--- src/pp6_pkg.sv ---
// Package for the PPM P6 stream parser: limits, character codes,
// parser state and result kind types. No dependencies.
package pp6_pkg;

  localparam int unsigned MAX_DIM    = 4096;
  localparam int unsigned MAX_DIGITS = 10;

  localparam int unsigned ByteW  = 8;
  localparam int unsigned DimW   = 13;   // width/height result fields
  localparam int unsigned TotW   = 26;   // payload count and index
  localparam int unsigned NumW   = 17;   // number value, saturating
  localparam int unsigned MulW   = NumW + 4;
  localparam int unsigned DcntW  = 4;
  localparam int unsigned FieldW = 2;

  localparam logic [NumW-1:0] NumCap    = NumW'(65536);
  localparam logic [NumW-1:0] MaxvalReq = NumW'(255);
  localparam logic [NumW-1:0] MaxDimV   = NumW'(MAX_DIM);
  localparam logic [DcntW-1:0] MaxDigV  = DcntW'(MAX_DIGITS);

  localparam logic [ByteW-1:0] ChP     = 8'h50;
  localparam logic [ByteW-1:0] Ch6     = 8'h36;
  localparam logic [ByteW-1:0] ChSpace = 8'h20;
  localparam logic [ByteW-1:0] ChNl    = 8'h0A;
  localparam logic [ByteW-1:0] ChTab   = 8'h09;
  localparam logic [ByteW-1:0] Ch0     = 8'h30;
  localparam logic [ByteW-1:0] Ch1     = 8'h31;
  localparam logic [ByteW-1:0] Ch9     = 8'h39;

  localparam logic [FieldW-1:0] FldWidth  = 2'd0;
  localparam logic [FieldW-1:0] FldHeight = 2'd1;
  localparam logic [FieldW-1:0] FldMaxval = 2'd2;

  typedef enum logic [2:0] {
    ST_MAGIC_P = 3'd0,
    ST_MAGIC_6 = 3'd1,
    ST_SEP     = 3'd2,
    ST_SKIP    = 3'd3,
    ST_NUM     = 3'd4,
    ST_DATA    = 3'd5
  } state_e;

  typedef enum logic [1:0] {
    KIND_HDR   = 2'd0,
    KIND_PIXEL = 2'd1,
    KIND_ERR   = 2'd2
  } kind_e;

endpackage

--- src/ppm_p6_stream_parser.sv ---
// PPM P6 stream parser: header check, number parsing and pixel indexing.
// Depends on pp6_pkg.
//
//   channel  dir  handshake                fields
//   in       in   in_valid_i / in_ready_o  byte_req_i, first_i
//   out      out  out_valid_o / out_ready_i kind_o, pixel_byte_o, pixel_index_o,
//                                           width_o, height_o, image_full_o
//
// One word in, one word out; a word can be accepted every cycle while the output
// is not stalled, and its result shows in the next cycle from the result register.
// The parser state updates at the accepting edge.
// in_ready_o is high while the result register is empty or being drained,
// so a stalled output holds the input back and nothing else.
// Reset clears parser state and the result valid; no clearing pass.
module ppm_p6_stream_parser (
  input  logic                      clk_i,
  input  logic                      rst_ni,
  input  logic                      in_valid_i,
  output logic                      in_ready_o,
  input  logic [pp6_pkg::ByteW-1:0] byte_req_i,
  input  logic                      first_i,
  output logic                      out_valid_o,
  input  logic                      out_ready_i,
  output pp6_pkg::kind_e            kind_o,
  output logic [pp6_pkg::ByteW-1:0] pixel_byte_o,
  output logic [pp6_pkg::TotW-1:0]  pixel_index_o,
  output logic [pp6_pkg::DimW-1:0]  width_o,
  output logic [pp6_pkg::DimW-1:0]  height_o,
  output logic                      image_full_o
);
  import pp6_pkg::*;

  state_e             state_q, state_d, cur_state;
  logic [DcntW-1:0]   dcnt_q, dcnt_d, cur_dcnt;
  logic [NumW-1:0]    num_q, num_d, cur_num;
  logic [FieldW-1:0]  field_q, field_d, cur_field;
  logic [DimW-1:0]    width_q, width_d, cur_width;
  logic [DimW-1:0]    height_q, height_d, cur_height;
  logic [TotW-1:0]    total_q, total_d, cur_total;
  logic [TotW-1:0]    count_q, count_d, cur_count;
  logic               err_q, err_d, cur_err;

  kind_e              kind_q, kind_d;
  logic [ByteW-1:0]   pbyte_q, pbyte_d;
  logic [TotW-1:0]    pidx_q, pidx_d;
  logic               full_q, full_d;
  logic               out_valid_q;

  logic               accept;
  logic               ok;
  logic               is_blank, is_digit, is_lead;
  logic [MulW-1:0]    num_mul;
  logic [NumW-1:0]    num_add;
  logic [TotW-1:0]    total_calc;

  assign in_ready_o = !out_valid_q || out_ready_i;
  assign accept     = in_valid_i && in_ready_o;

  assign is_blank = (byte_req_i == ChSpace) || (byte_req_i == ChNl) || (byte_req_i == ChTab);
  assign is_digit = (byte_req_i >= Ch0) && (byte_req_i <= Ch9);
  assign is_lead  = (byte_req_i >= Ch1) && (byte_req_i <= Ch9);

  // digit append with saturation; leading digit starts from zero
  always_comb begin
    logic [NumW-1:0] base;
    base    = (cur_state == ST_NUM) ? cur_num : '0;
    num_mul = ({4'b0, base} << 3) + ({4'b0, base} << 1) + MulW'(byte_req_i[3:0]);
    num_add = (num_mul > MulW'(NumCap)) ? NumCap : num_mul[NumW-1:0];
  end

  // 3*width*height from settled dimension registers
  always_comb begin
    logic [2*DimW-1:0] prod;
    prod       = width_q * height_q;
    total_calc = TotW'(prod) + TotW'({prod, 1'b0});
  end

  // restart on a first word, then the byte is handled as usual
  always_comb begin
    if (first_i) begin
      cur_state  = ST_MAGIC_P;
      cur_dcnt   = '0;
      cur_num    = '0;
      cur_field  = FldWidth;
      cur_width  = '0;
      cur_height = '0;
      cur_total  = '0;
      cur_count  = '0;
      cur_err    = 1'b0;
    end else begin
      cur_state  = state_q;
      cur_dcnt   = dcnt_q;
      cur_num    = num_q;
      cur_field  = field_q;
      cur_width  = width_q;
      cur_height = height_q;
      cur_total  = total_q;
      cur_count  = count_q;
      cur_err    = err_q;
    end
  end

  // next state
  always_comb begin
    state_d  = cur_state;
    dcnt_d   = cur_dcnt;
    num_d    = cur_num;
    field_d  = cur_field;
    width_d  = cur_width;
    height_d = cur_height;
    total_d  = cur_total;
    count_d  = cur_count;
    ok       = 1'b1;
    if (!cur_err) begin
      unique case (cur_state)
        ST_MAGIC_P: begin
          if (byte_req_i == ChP) state_d = ST_MAGIC_6;
          else ok = 1'b0;
        end
        ST_MAGIC_6: begin
          if (byte_req_i == Ch6) state_d = ST_SEP;
          else ok = 1'b0;
        end
        ST_SEP: begin
          if (is_blank) state_d = ST_SKIP;
          else ok = 1'b0;
        end
        ST_SKIP: begin
          if (is_blank) begin
            state_d = ST_SKIP;
          end else if (is_lead) begin
            num_d   = num_add;
            dcnt_d  = DcntW'(1);
            state_d = ST_NUM;
          end else begin
            ok = 1'b0;
          end
        end
        ST_NUM: begin
          if (is_digit) begin
            if (cur_dcnt >= MaxDigV) begin
              ok = 1'b0;
            end else begin
              num_d  = num_add;
              dcnt_d = cur_dcnt + DcntW'(1);
            end
          end else if (is_blank) begin
            num_d  = '0;
            dcnt_d = '0;
            if (cur_field == FldWidth) begin
              if (cur_num > MaxDimV) ok = 1'b0;
              else begin
                width_d = cur_num[DimW-1:0];
                field_d = FldHeight;
                state_d = ST_SKIP;
              end
            end else if (cur_field == FldHeight) begin
              if (cur_num > MaxDimV) ok = 1'b0;
              else begin
                height_d = cur_num[DimW-1:0];
                field_d  = FldMaxval;
                state_d  = ST_SKIP;
              end
            end else begin
              if (cur_num != MaxvalReq) ok = 1'b0;
              else begin
                total_d = total_calc;
                count_d = '0;
                state_d = ST_DATA;
              end
            end
          end else begin
            ok = 1'b0;
          end
        end
        ST_DATA: begin
          if (cur_count >= cur_total) ok = 1'b0;
          else count_d = cur_count + TotW'(1);
        end
        default: ok = 1'b0;
      endcase
    end
    err_d = cur_err || !ok;
  end

  // result word
  always_comb begin
    kind_d  = KIND_HDR;
    pbyte_d = '0;
    pidx_d  = '0;
    full_d  = 1'b0;
    if (err_d) begin
      kind_d = KIND_ERR;
    end else begin
      if (cur_state == ST_DATA) begin
        kind_d  = KIND_PIXEL;
        pbyte_d = byte_req_i;
        pidx_d  = cur_count;
      end
      full_d = (state_d == ST_DATA) && (count_d == total_d);
    end
  end

  always_ff @(posedge clk_i or negedge rst_ni) begin
    if (!rst_ni) begin
      state_q     <= ST_MAGIC_P;
      dcnt_q      <= '0;
      num_q       <= '0;
      field_q     <= FldWidth;
      width_q     <= '0;
      height_q    <= '0;
      total_q     <= '0;
      count_q     <= '0;
      err_q       <= 1'b0;
      out_valid_q <= 1'b0;
    end else begin
      if (accept) begin
        state_q  <= state_d;
        dcnt_q   <= dcnt_d;
        num_q    <= num_d;
        field_q  <= field_d;
        width_q  <= width_d;
        height_q <= height_d;
        total_q  <= total_d;
        count_q  <= count_d;
        err_q    <= err_d;
      end
      if (accept) out_valid_q <= 1'b1;
      else if (out_ready_i) out_valid_q <= 1'b0;
    end
  end

  always_ff @(posedge clk_i) begin
    if (accept) begin
      kind_q  <= kind_d;
      pbyte_q <= pbyte_d;
      pidx_q  <= pidx_d;
      full_q  <= full_d;
    end
  end

  assign out_valid_o   = out_valid_q;
  assign kind_o        = kind_q;
  assign pixel_byte_o  = pbyte_q;
  assign pixel_index_o = pidx_q;
  // dimension registers change only on accept, together with the result word
  assign width_o       = width_q;
  assign height_o      = height_q;
  assign image_full_o  = full_q;

`ifndef SYNTHESIS
  a_count_bound: assert property (@(posedge clk_i) disable iff (!rst_ni)
    count_q <= total_q)
    else $error("payload count passed the payload total");

  a_pixel_index: assert property (@(posedge clk_i) disable iff (!rst_ni)
    (out_valid_o && kind_o == KIND_PIXEL) |-> (pixel_index_o < total_q))
    else $error("pixel index outside payload");

  a_err_sticky: assert property (@(posedge clk_i) disable iff (!rst_ni)
    (err_q && accept && !first_i) |=> (err_q && out_valid_o && kind_o == KIND_ERR))
    else $error("error flag dropped without restart");
`endif

endmodule
--- config.mk ---
export PLATFORM = sky130hd
export DESIGN_NAME = ppm_p6_stream_parser
export DESIGN_NICKNAME = d
export VERILOG_FILES = /design/src/pp6_pkg.sv /design/src/ppm_p6_stream_parser.sv
export SDC_FILE = /design/constraint.sdc
export NUM_CORES = 1
export LEC_CHECK = 0
export BUFFER_PORTS_ARGS = -buffer_cell sky130_fd_sc_hd__buf_4
export CORE_MARGIN = 4
export CORE_UTILIZATION = 55
export CTS_BUF_LIST = sky130_fd_sc_hd__clkbuf_4 sky130_fd_sc_hd__clkbuf_8 sky130_fd_sc_hd__clkbuf_16
export DETAILED_ROUTE_END_ITERATION = 8
export PLACE_DENSITY = 0.85
export SKIP_CTS_REPAIR_TIMING = 1
export SLEW_MARGIN = 30
export SYNTH_ARGS = -nofsm -noshare
export SYNTH_HDL_FRONTEND = slang
export SYNTH_SLANG_ARGS = --single-unit
--- constraint.sdc ---
create_clock -name clk_i -period 7.8 [get_ports clk_i]
set_input_delay 0.39 -clock clk_i [delete_from_list [all_inputs] [get_ports clk_i]]
set_output_delay 0.39 -clock clk_i [all_outputs]
set_load 0.01 [all_outputs]
==> impl_results.md <==
* Clk sinks at around 140
* Synth Area in XOR/XNOR at 0.0401
* Vias/cell at roughly 6.3
* Most used cell, CP: fa_1
* Die Ht at about 180 um
* Initial antenna violation count at 0
* Row count at 64
* Power Total at just over 2 mW
* CP required at between 8000 and 9000 ps
* Peak supply drop at 0.129 mV
* Post-Synth Simple-Gate Area at 0.228
* Least-Margin Pin Slew at just over 900 ps
* Clock buffer depth at 2
* Pwr dens at approximately 100 mW/mm2
* Post-route ant nets at 0
* Met3 Track Usage GR at 0.0645
* GR Layer Usage met1 at 0.435
* Seq cells post-synth at 143
* Initial cell density of the core at 0.557
* Seq/Total Area, Yosys at 0.221
* Worst-path fanout max at 9
* Pre-CTS setup slack at -402 ps
* H-tree depth at 4
* Post-synthesis cell count at approximately 2100
* Violated checks: negative setup slack
* Total global routing overflow at 0
* Final worst setup slack at -176 ps
* Rel. slew slack at 0.374
* Adder-cell share of the synthesized area at 0.261
* Vias in the first global route at 15983
* First-pass GRT wire length at 85.2 mm
* FFs w/ async S/R, synth at 0.741
* WL/cell at between 20 and 25 um
* Number of port buffers at slightly below 80
* Share of layout cells above drive strength 1 at 0.179
* Post-layout minimum cycle time at between 7000 and 8000 ps
* Busiest layer in global routing: met2
* Syn nets at 2351
* Final Slew Violations at 0
* GR Layer Usage met2 at 0.496
* Post-route clock period utilization at 1.02
* Area Growth Syn to Fin at 17.9%
* Ant. Diodes at 0
* RSZ-0062 raised after global routing: true
* Synth area leader: dfrtp_1
* Critical-path top delay cell: fa_1
* Initial drt markers at approximately 2000
* Final Hold Viols at 0
* Total CTS buffers at 17
* Die Area at 0.0339 mm2
* Largest net degree at the start of global routing at 76
* Worst-Skew Late Latency at 440 ps
* F_max at about 130 MHz
* WP data arrival at slightly above 8000 ps
* Synth top area share at 0.156
* Die span in x at between 150 and 200 um
* Mapped Area at approximately 0.017 mm2
* DRC viols at 0
* Core box area at 0.0306 mm2
* Post-synthesis mux area share at 0.00654
* Nets at roughly 2500
* Primary FF master, synth: dfrtp_1
* CP peak stage delay at 570 ps
* Crit. End Element: register
* Initial DRT Pass Iterations at 8
* Synth top area cells: dfrtp_1, fa_1, ha_1
* FF-to-FF path depth at 33
* Total GRT Usage at 0.311
* Most frequent cells after synthesis: nand2_1, inv_1, ha_1
* Setup crit start kind: register
* Count leader, synth: nand2_1
* # setup viols final at 1
* Combinational family with the most area after synthesis: adder cells
* Clock transition at path regs at approximately 70 ps
* Compound-gate portion of the synthesized area at 0.176
* DP HPWL at between 40 and 50 mm
* Post-synth EDFFs at 37
* Routed wire length at approximately 54 mm
* CTS tree: yes
* Via count at ~17000
* Synth Area per Inst at approximately 8.3 um2
* Post-synth cell types at 87
* Status: complete, but fails checks
* Max Cap Violations at 0
* Worst hold path type: in2async
* Clock root cell: clkbuf_16
* # IOs at 78
* YS warnings at 0
* Pleak at ~9.6 nW
* Setup CP Type: reg2reg
* RD Place Congestion at 1.00
* Skew final at ~12 ps
==> cell usage in the layout (no fill, tap or decap), types with 13 or more instances in the layout <==
master / n
nand4_1: 37
edfxtp_1: 37
and2_1: 98
xnor2_1: 49
o21ai_0: 127
and3_1: 35
ha_1: 145
nand2_1: 296
a21oi_2: 16
inv_1: 197
nor2b_1: 24
a21oi_1: 92
xor2_1: 22
dfrtp_1: 93
a22oi_1: 25
nor3_1: 24
a211oi_1: 13
nor2_1: 132
a22o_1: 17
o31ai_1: 15
o21ai_1: 14
nand3_1: 31
fa_1: 123
buf_4: 232
dfrtp_2: 13
a21o_1: 25
a31oi_1: 20
nand2b_1: 15
clkbuf_16: 17
==> path summary, 6_finish.rpt <==
path                            slack (ps)           end        from
worst max-delay path                  -180  image_full_o  width_o[7]
worst min-delay path                    20    count_q[6]      rst_ni
worst max register to register        -180  image_full_o  width_o[7]
worst min register to register         480    total_q[8]  total_q[8]
max in group asynchronous             6410    width_o[8]      rst_ni
min in group clk_i                     220   out_valid_o  in_valid_i
==> sequential cells by signal, indices dropped and copies added, names as in the netlist <==
name and cells:
count_q 26, dcnt_q 4, err_q 1, field_q 2, height_o 13, image_full_o 1
kind_o 2, num_q 17, out_valid_o 1, pixel_byte_o 8, pixel_index_o 26, state_q 3
total_q 26, width_o 13
==> per-stage QoR <==
| step | TNS [ps] | util | instances | hold slack, ps | instance area, um2 |
|---|---|---|---|---|---|
| finish | -176 | 0.657 | 2632 | 20.4 | 20100 |
| global route | -645 | 0.657 | 2632 | 60.9 | 20100 |
| CTS | -487 | 0.636 | 2623 | 47.5 | 19500 |
| detailed placement | -420 | 0.618 | 2591 | 468 | 18900 |
| global placement | -265 | 0.618 | 2591 | 450 | 18900 |
| floorplan | 0 | - | 2057 | 94.4 | 17100 |
==> power breakdown <==
| part | leakage (nW) | switching, mW | internal [mW] | total, mW |
|---|---|---|---|---|
| combinational | 7.50 | 0.265 | 0.114 | 0.379 |
| sequential | 1.80 | 0.0343 | 0.792 | 0.827 |
| clock | 0.270 | 0.363 | 0.456 | 0.819 |
| total | 9.57 | 0.662 | 1.36 | 2.02 |
==> logic make-up after synthesis <==
kind of cell,after synthesis
multiplexers,11
buffers and inverters,300
AND/OR/NAND/NOR,775
flip-flops,143
XOR/XNOR,78
AO/OA/AOI/OAI,469
adder cells (fa/ha/maj),281
==> critical path, delay by kind of cell (launching register included) <==
| family | cells | cell delay [ps] |
|---|---|---|
| AOI/OAI and AO/OA | 14 | 2530 |
| buffers and inverters | 5 | 500 |
| adders and majority gates | 7 | 3330 |
| xor gates and xnor gates | 3 | 450 |
| and+or+nand+nor | 3 | 240 |
| muxes | 1 | 280 |
| DFF | 1 | 450 |
==> final cells by class <==
class                           instances  area (um2)
Multi-Input combinational cell       1614       12700
Fill cell                            2381       10500
Sequential cell                       143        3780
Timing Repair Buffer                  236        1790
Inverter                              211         792
Tap cell                              396         495
Clock buffer                           20         454
Clock inverter                         12         110
==> metal layers <==
metal	wire length [um]	vias to the layer above
met5	0	-
met4	1560	0
met3	5530	169
met2	25200	960
met1	22000	8025
li1	-	7437
Note: power is estimated with default switching activity, not from simulation.
